File: config.mk
export PLATFORM = sky130hd
export DESIGN_NAME = humidity_temperature_frame_decoder_core_flat
export DESIGN_NICKNAME = d
export VERILOG_FILES = /design/src/hw/rtl/htfd_pkg.sv /design/src/hw/rtl/htfd_if.sv /design/src/hw/rtl/humidity_temperature_frame_decoder_core.sv /design/src/hw/rtl/htfd_scale.sv /design/src/flat_wrapper.sv
export SDC_FILE = /design/constraint.sdc
export NUM_CORES = 1
export LEC_CHECK = 0
export BUFFER_PORTS_ARGS = -buffer_cell sky130_fd_sc_hd__clkbuf_2
export CAP_MARGIN = 25
export CORE_MARGIN = 5
export CORE_UTILIZATION = 65
export CTS_CLUSTER_SIZE = 14
export DETAILED_ROUTE_END_ITERATION = 6
export PLACE_DENSITY_LB_ADDON = 0.15
export SLEW_MARGIN = 20
export SYNTH_ARGS = -nofsm -noshare
export SYNTH_HDL_FRONTEND = slang
export SYNTH_HIERARCHICAL = 1
export SYNTH_SLANG_ARGS = --single-unit
File: constraint.sdc
create_clock -name i_clk -period 11.52 [get_ports i_clk]
set_clock_uncertainty 0.2 [all_clocks]
set_input_delay 2.304 -clock i_clk [delete_from_list [all_inputs] [get_ports i_clk]]
set_output_delay 2.304 -clock i_clk [all_outputs]
set_load 0.05 [all_outputs]
File: src/hw/rtl/htfd_pkg.sv
`default_nettype none
package htfd_pkg;

    localparam logic [7:0] CRC_INIT  = 8'hFF;
    localparam logic [7:0] CRC_POLY  = 8'h31;
    localparam logic [2:0] POS_FIRST = 3'd0;
    localparam logic [2:0] POS_LAST  = 3'd6;

    localparam logic [9:0]  HUM_SCALE   = 10'd1000;
    localparam logic [10:0] TEMP_SCALE  = 11'd2000;
    localparam logic [11:0] TEMP_OFFSET = 12'd500;

    typedef enum logic [1:0] {
        ST_OK      = 2'd0,
        ST_BUSY    = 2'd1,
        ST_CRC_ERR = 2'd2
    } t_status;

    // CRC-8, MSB first, one byte folded in
    function automatic logic [7:0] crc8_feed(input logic [7:0] crc, input logic [7:0] b);
        logic [7:0] c;
        c = crc ^ b;
        for (int k = 0; k < 8; k++) begin
            if (c[7]) begin
                c = {c[6:0], 1'b0} ^ CRC_POLY;
            end else begin
                c = {c[6:0], 1'b0};
            end
        end
        return c;
    endfunction

endpackage
`default_nettype wire

File: src/hw/rtl/htfd_if.sv
`default_nettype none
interface htfd_in_if;
    logic       valid;
    logic       ready;
    logic [7:0] data_byte;
    logic       frame_start;

    modport source (output valid, output data_byte, output frame_start, input ready);
    modport sink   (input valid, input data_byte, input frame_start, output ready);
endinterface

interface htfd_out_if;
    logic               valid;
    logic               ready;
    logic [1:0]         frame_status;
    logic [9:0]         humidity_tenths;
    logic signed [11:0] temperature_tenths;

    modport source (output valid, output frame_status, output humidity_tenths,
                    output temperature_tenths, input ready);
    modport sink   (input valid, input frame_status, input humidity_tenths,
                    input temperature_tenths, output ready);
endinterface
`default_nettype wire

File: src/hw/rtl/humidity_temperature_frame_decoder_core.sv
// Humidity/temperature sensor frame decoder.
// i_in carries one frame byte per beat (data_byte, frame_start); a frame is a
// status byte, five payload bytes and a CRC-8 byte (poly 0x31, init 0xFF).
// o_res carries one beat per completed frame: frame_status (ok, busy, CRC
// error), humidity_tenths and temperature_tenths (zero unless ok).
// frame_start restarts the frame at the byte it marks.
// Throughput: one input beat per cycle. Latency: the result beat is valid in
// the cycle after the seventh byte is accepted; CRC folding sits between the
// input and the frame state registers, the CRC compare and the scaling
// multipliers between the frame state registers and the result register.
// Reset (synchronous, active low) returns to the start of a frame and drops
// any pending result.
// When the receiver stalls, the result waits in the output register and
// i_in.ready stays low until it is taken, i.e. while o_res.valid is high and
// o_res.ready is low; no input beat is taken in those cycles.
`default_nettype none
module humidity_temperature_frame_decoder_core (
    input  wire logic    i_clk,
    input  wire logic    i_rst_n,
    htfd_in_if.sink      i_in,
    htfd_out_if.source   o_res
);

    logic [2:0]         r_pos, n_pos;
    logic [7:0]         r_crc, n_crc;
    logic               r_busy, n_busy;
    logic [39:0]        r_payload, n_payload;
    logic               r_out_vld;
    htfd_pkg::t_status  r_status;
    logic [9:0]         r_hum;
    logic signed [11:0] r_temp;

    logic               accept;
    logic               last_byte;
    logic [2:0]         pos_eff;
    htfd_pkg::t_status  sc_status;
    logic [9:0]         sc_hum;
    logic signed [11:0] sc_temp;

    assign i_in.ready = !r_out_vld || o_res.ready;
    assign accept     = i_in.valid && i_in.ready;

    assign pos_eff   = (i_in.frame_start || r_pos > htfd_pkg::POS_LAST)
                       ? htfd_pkg::POS_FIRST : r_pos;
    assign last_byte = (pos_eff == htfd_pkg::POS_LAST);

    always_comb begin
        n_pos     = r_pos;
        n_crc     = r_crc;
        n_busy    = r_busy;
        n_payload = r_payload;
        if (pos_eff == htfd_pkg::POS_FIRST) begin
            n_crc     = htfd_pkg::crc8_feed(htfd_pkg::CRC_INIT, i_in.data_byte);
            n_busy    = i_in.data_byte[7];
            n_payload = '0;
            n_pos     = pos_eff + 3'd1;
        end else if (!last_byte) begin
            n_crc     = htfd_pkg::crc8_feed(r_crc, i_in.data_byte);
            n_payload = {r_payload[31:0], i_in.data_byte};
            n_pos     = pos_eff + 3'd1;
        end else begin
            n_crc = htfd_pkg::CRC_INIT;
            n_pos = htfd_pkg::POS_FIRST;
        end
    end

    htfd_scale u_scale (
        .i_payload   (r_payload),
        .i_busy      (r_busy),
        .i_crc_match (r_crc == i_in.data_byte),
        .o_status    (sc_status),
        .o_hum       (sc_hum),
        .o_temp      (sc_temp)
    );

    always_ff @(posedge i_clk) begin
        if (!i_rst_n) begin
            r_pos     <= htfd_pkg::POS_FIRST;
            r_crc     <= htfd_pkg::CRC_INIT;
            r_busy    <= 1'b0;
            r_out_vld <= 1'b0;
        end else begin
            if (accept) begin
                r_pos  <= n_pos;
                r_crc  <= n_crc;
                r_busy <= n_busy;
            end
            if (accept && last_byte) begin
                r_out_vld <= 1'b1;
            end else if (o_res.ready) begin
                r_out_vld <= 1'b0;
            end
        end
    end

    always_ff @(posedge i_clk) begin
        if (accept) begin
            r_payload <= n_payload;
        end
        if (accept && last_byte) begin
            r_status <= sc_status;
            r_hum    <= sc_hum;
            r_temp   <= sc_temp;
        end
    end

    assign o_res.valid              = r_out_vld;
    assign o_res.frame_status       = r_status;
    assign o_res.humidity_tenths    = r_hum;
    assign o_res.temperature_tenths = r_temp;

endmodule
`default_nettype wire

File: src/hw/rtl/htfd_scale.sv
`default_nettype none
module htfd_scale (
    input  wire logic [39:0]        i_payload,
    input  wire logic               i_busy,
    input  wire logic               i_crc_match,
    output htfd_pkg::t_status       o_status,
    output logic [9:0]              o_hum,
    output logic signed [11:0]      o_temp
);

    logic [29:0] hum_prod;
    logic [30:0] temp_prod;
    logic [11:0] temp_val;

    assign hum_prod  = i_payload[39:20] * htfd_pkg::HUM_SCALE;
    assign temp_prod = i_payload[19:0] * htfd_pkg::TEMP_SCALE;
    assign temp_val  = {1'b0, temp_prod[30:20]} - htfd_pkg::TEMP_OFFSET;

    always_comb begin
        if (i_busy) begin
            o_status = htfd_pkg::ST_BUSY;
        end else if (!i_crc_match) begin
            o_status = htfd_pkg::ST_CRC_ERR;
        end else begin
            o_status = htfd_pkg::ST_OK;
        end
        // failed frames report zero readings
        if (o_status == htfd_pkg::ST_OK) begin
            o_hum  = hum_prod[29:20];
            o_temp = $signed(temp_val);
        end else begin
            o_hum  = '0;
            o_temp = '0;
        end
    end

endmodule
`default_nettype wire
File: src/flat_wrapper.sv
// flat-port wrapper written by rule: the top's interface ports become plain ports
module humidity_temperature_frame_decoder_core_flat 
  (i_clk, i_rst_n, i_in_valid, i_in_data_byte, i_in_frame_start, i_in_ready, o_res_valid, o_res_frame_status, o_res_humidity_tenths, o_res_temperature_tenths, o_res_ready);
  htfd_in_if i_in_i ();
  htfd_out_if o_res_i ();
  input  wire logic i_clk;
  input  wire logic i_rst_n;
  input wire logic [$bits(i_in_i.valid)-1:0] i_in_valid;
  input wire logic [$bits(i_in_i.data_byte)-1:0] i_in_data_byte;
  input wire logic [$bits(i_in_i.frame_start)-1:0] i_in_frame_start;
  output wire logic [$bits(i_in_i.ready)-1:0] i_in_ready;
  output wire logic [$bits(o_res_i.valid)-1:0] o_res_valid;
  output wire logic [$bits(o_res_i.frame_status)-1:0] o_res_frame_status;
  output wire logic [$bits(o_res_i.humidity_tenths)-1:0] o_res_humidity_tenths;
  output wire logic [$bits(o_res_i.temperature_tenths)-1:0] o_res_temperature_tenths;
  input wire logic [$bits(o_res_i.ready)-1:0] o_res_ready;
  assign i_in_i.valid = i_in_valid;
  assign i_in_i.data_byte = i_in_data_byte;
  assign i_in_i.frame_start = i_in_frame_start;
  assign i_in_ready = i_in_i.ready;
  assign o_res_valid = o_res_i.valid;
  assign o_res_frame_status = o_res_i.frame_status;
  assign o_res_humidity_tenths = o_res_i.humidity_tenths;
  assign o_res_temperature_tenths = o_res_i.temperature_tenths;
  assign o_res_i.ready = o_res_ready;
  humidity_temperature_frame_decoder_core u_core (.i_clk(i_clk), .i_rst_n(i_rst_n), .i_in(i_in_i), .o_res(o_res_i));
endmodule
==> flow_summary.yaml <==
status:
  run_status: "completed"
setup_path:
  timing.critical_path.to_type: "flip-flop"
  worstSetupStartpoint: "u_core/r_payload[8]"
  ff2ff_path_depth: 20
  worstPathArrival_ps: 5920
  worst-endpoint-required_ps: 11490
  critical_path.reg2reg.endpoint: "u_core/o_res.temperature_tenths[8]"
  timing.setup.critical_path_class: "reg2reg"
  r2r-start: "u_core/r_payload[8]"
  cp-start-kind: "flip-flop"
  timing.critical_path.to: "u_core/o_res.temperature_tenths[8]"
  path_max_fanout: 4
  setup.reg_to_reg.worst_slack_ps: 5570
logic_synthesis:
  asyncSetResetFlopFracSynth_pct: 0
  synth-seq-area-share_pct: 22.8
  synth_top_area_share_pct: 28.9
  mappedNetlistNets: 1161
  post_synth.cell_area_avg_um2: 10.7
  synth_area_um2: 9560
  ys_ff_latch: 77
  synth_cells: 890
  synth.largest_area_cell: "sky130_fd_sc_hd__fa_1"
  synth_warnings: 6
  ys.flop_type: "sky130_fd_sc_hd__edfxtp_1"
  synth_edf_count: 64
  post_synth_num_cell_types: 62
  synth.top_cells.by_area: "sky130_fd_sc_hd__fa_1 (29%), sky130_fd_sc_hd__edfxtp_1 (20%), sky130_fd_sc_hd__ha_1 (16%)"
route:
  route.detailed.wl_per_inst_um: 16.9
  remaining_drc_errors: 0
  drt_iter0_markers: 319
  ant_nets: 0
  post_drt_via_cell_ratio: 5.60
  via_count: 6247
  detailedRoute.firstPassIterationCount: 4
  postRouteWirelength_um: 18800
placed_design:
  half_perimeter_wire_length_after_placement_um: 15400
  numPortBuffers: 38
  place.gp.congestion: 0.931
clock_network:
  worstSkewPairLatency_ps: 340
  clk_pin_slew_ps: 60
  cts_hold_buf: 0
  cts-buffers-inserted: 9
  cts_sink_cnt: 77
  post_cts_resize_count: 0
  post-cts-setup-buffer-count: 0
  cts_tree: "yes"
  cts-root-to-sink-buffers: 2
  cts_root_buf: "sky130_fd_sc_hd__clkbuf_16"
  htree_num_levels: 3
global_routing:
  grt_pass1_wl_um: 32700
  grt_antenna_before_repair: 0
  grt_pass1_vias: 6907
  global_route.overflow_total: 0
  grt_max_degree: 46
  grt_use_total_pct: 22.9
die:
  die_h_um: 131
  initial_core_util_pct: 66.1
  floorplan.rows: 44
  placeableCoreArea_um2: 14500
  floorplan.io_pins: 39
  floorplan.die_area_um2: 17200
  chip_width_um: 131
power:
  clock_share_of_power_pct: 15.2
  p_comb_share_pct: 66.6
  pwr-share-seq_pct: 18.3
  netSwitchingPower_w: 0.000821
  power.switching_fraction_pct: 44.7
  ir_worst_vdd_mv: 0.116
  power_report.internal_total_w: 0.00101
  power_density_nw_per_um2: 179
  p_leak_nw: 4.93
run:
  maxCapViolations: 0
timing:
  rsz0062_at_grt: "false"
  worst_pin_slew_ps: 733
  report.final.hold_viol_count: 0
  slew_margin_rel_pct: 51.2
  maxSlewViolCount: 0
  timing.final.crit_period_ps: 5950
  layout_worst_path_cycle_share_pct: 51.7
  setup_total_negative_slack_ps: 0
  setup_violations: 0
  timing.fmax_ghz: 0.168
finish:
  share_of_post_route_cells_with_drive_strength_above_1_pct: 8.15
  finish.net_count: 1198
  final.fill_count: 1030
  postLayoutCoreUtil_pct: 71.0
  area.growth.synth_to_final_pct: 7.44
  antenna-diode-count: 0
hold_path:
  min-delay-path-class: "reg2reg"
-- layout make-up --
| type | instances | area [µm²] | area share [%] |
|---|---|---|---|
| clock inverter | 4 | 26.3 | 0.256 |
| tap | 184 | 230 | 2.24 |
| inverter | 196 | 736 | 7.16 |
| multi-input combinational | 602 | 6590 | 64.1 |
| clock buffer | 12 | 268 | 2.61 |
| sequential | 77 | 2180 | 21.2 |
| timing repair buffer | 41 | 245 | 2.39 |
-- cells in the mapped netlist (all sizes together), types with 9 or more instances --
master	count
xnor2	35
edfxtp	64
a21oi	31
clkbuf	12
nand3	16
nand2	30
nor2	28
xor2	18
and2	45
a21o	16
dfxtp	13
inv	196
ha	120
nand4	9
o21ai	23
fa	138
-- routing by layer --
| metal | routed length [µm] | GRT usage (%) |
|---|---|---|
| met3 | 407 | 2.79 |
| met4 | 351 | 7.14 |
| met2 | 10300 | 42.4 |
| met5 | 0 | 0 |
| met1 | 7760 | 27.8 |
-- power groups by stage --
| stage | logic (W) | clock network (W) | registers [W] |
|---|---|---|---|
| after global placement | 0.00116 | 0 | 0.000341 |
| final | 0.00122 | 0.000278 | 0.000335 |
| after detailed placement | 0.00121 | 0 | 0.000342 |
| after CTS | 0.00122 | 0.000286 | 0.000336 |
| after floorplan | 0.000964 | 0 | 0.000334 |
| after global routing | 0.00139 | 0.000296 | 0.000338 |
-- logic make-up (layout without fill, tap and decap cells) --
logic type               Yosys count  count (layout)  share of synthesized area, %
flip-flops                        77              77                          22.8
XOR/XNOR                          57              57                          5.91
buffers and inverters            211             253                          8.41
multiplexers                       4               4                         0.419
AND/OR/NAND/NOR                  168             168                          9.38
adder cells (fa/ha/maj)          258             258                          44.6
AO/OA/AOI/OAI                    115             115                          8.48
-- through the flow --
step	area, µm²	hold WS, ps	setup WS, ps	cells	power, W
after global routing	10300	334	5120	1116	0.00202
after detailed placement	9950	300	5610	1099	0.00155
after floorplan	9560	277	5920	890	0.00130
after global placement	9930	294	5760	1098	0.00150
after CTS	10200	311	5570	1115	0.00184
final	10300	311	5570	1116	0.00183
-- worst min-delay path by stage --
stage | slack (ps) | depth (start not counted) | endpoint | startpoint
global route | 330 | 2 | u_core/r_crc[5] | u_core/r_crc[5]
detailed placement | 300 | 2 | u_core/r_crc[3] | u_core/r_crc[3]
floorplan | 280 | 2 | u_core/r_crc[3] | u_core/r_crc[3]
global placement | 290 | 2 | u_core/r_crc[0] | u_core/r_crc[0]
CTS | 310 | 2 | u_core/r_crc[3] | u_core/r_crc[3]
finish | 310 | 2 | u_core/r_crc[3] | u_core/r_crc[3]
-- sequential cells by signal, indices dropped and copies added (netlist names) --
register and flops:
u_core/o_res.temperature_tenths 12, u_core/r_pos 3, u_core/r_crc 8, u_core/o_res.humidity_tenths 10, u_core/o_res.frame_status 2, u_core/r_busy 1
u_core/r_payload 40, u_core/o_res.valid 1
-- critical path: stages, from the launching register on --
cell                       delay (ps)
sky130_fd_sc_hd__edfxtp_1         450
sky130_fd_sc_hd__inv_1            240
sky130_fd_sc_hd__fa_1             500
sky130_fd_sc_hd__fa_1             550
sky130_fd_sc_hd__fa_1             440
sky130_fd_sc_hd__fa_1             510
sky130_fd_sc_hd__inv_1             40
sky130_fd_sc_hd__ha_1             300
sky130_fd_sc_hd__a21o_1           190
sky130_fd_sc_hd__a21o_1           180
sky130_fd_sc_hd__a21o_1           190
sky130_fd_sc_hd__a21o_1           170
sky130_fd_sc_hd__a21o_1           160
sky130_fd_sc_hd__a21o_1           160
sky130_fd_sc_hd__a221oi_1         300
sky130_fd_sc_hd__xor2_1           150
sky130_fd_sc_hd__ha_1             220
sky130_fd_sc_hd__inv_1             90
sky130_fd_sc_hd__nand4_1          170
sky130_fd_sc_hd__or3_1            410
sky130_fd_sc_hd__a21oi_1          160
-- placed cells by master (no fill, tap or decap), types with 3 or more instances in the layout --
| cell | count |
|---|---|
| sky130_fd_sc_hd__edfxtp_1 | 64 |
| sky130_fd_sc_hd__mux2i_1 | 4 |
| sky130_fd_sc_hd__ha_1 | 120 |
| sky130_fd_sc_hd__or3_1 | 5 |
| sky130_fd_sc_hd__nand4_1 | 9 |
| sky130_fd_sc_hd__nand2b_1 | 3 |
| sky130_fd_sc_hd__nor3_1 | 7 |
| sky130_fd_sc_hd__xnor2_1 | 35 |
| sky130_fd_sc_hd__xor2_1 | 17 |
| sky130_fd_sc_hd__clkbuf_2 | 38 |
| sky130_fd_sc_hd__nand3_1 | 16 |
| sky130_fd_sc_hd__clkbuf_16 | 10 |
| sky130_fd_sc_hd__o31ai_1 | 4 |
| sky130_fd_sc_hd__and3_1 | 4 |
| sky130_fd_sc_hd__nor2_1 | 26 |
| sky130_fd_sc_hd__fa_1 | 138 |
| sky130_fd_sc_hd__or2_2 | 5 |
| sky130_fd_sc_hd__a21o_1 | 16 |
| sky130_fd_sc_hd__a211oi_1 | 7 |
| sky130_fd_sc_hd__a21oi_1 | 30 |
| sky130_fd_sc_hd__nor3b_1 | 3 |
| sky130_fd_sc_hd__dfxtp_1 | 13 |
| sky130_fd_sc_hd__nand2_1 | 30 |
| sky130_fd_sc_hd__o21bai_1 | 3 |
| sky130_fd_sc_hd__or4_1 | 4 |
| sky130_fd_sc_hd__a21boi_0 | 5 |
| sky130_fd_sc_hd__nand3b_1 | 4 |
| sky130_fd_sc_hd__a211o_1 | 3 |
| sky130_fd_sc_hd__and2_1 | 45 |
| sky130_fd_sc_hd__o21ai_0 | 22 |
| sky130_fd_sc_hd__inv_1 | 196 |
(Power assumes the default switching activity.)
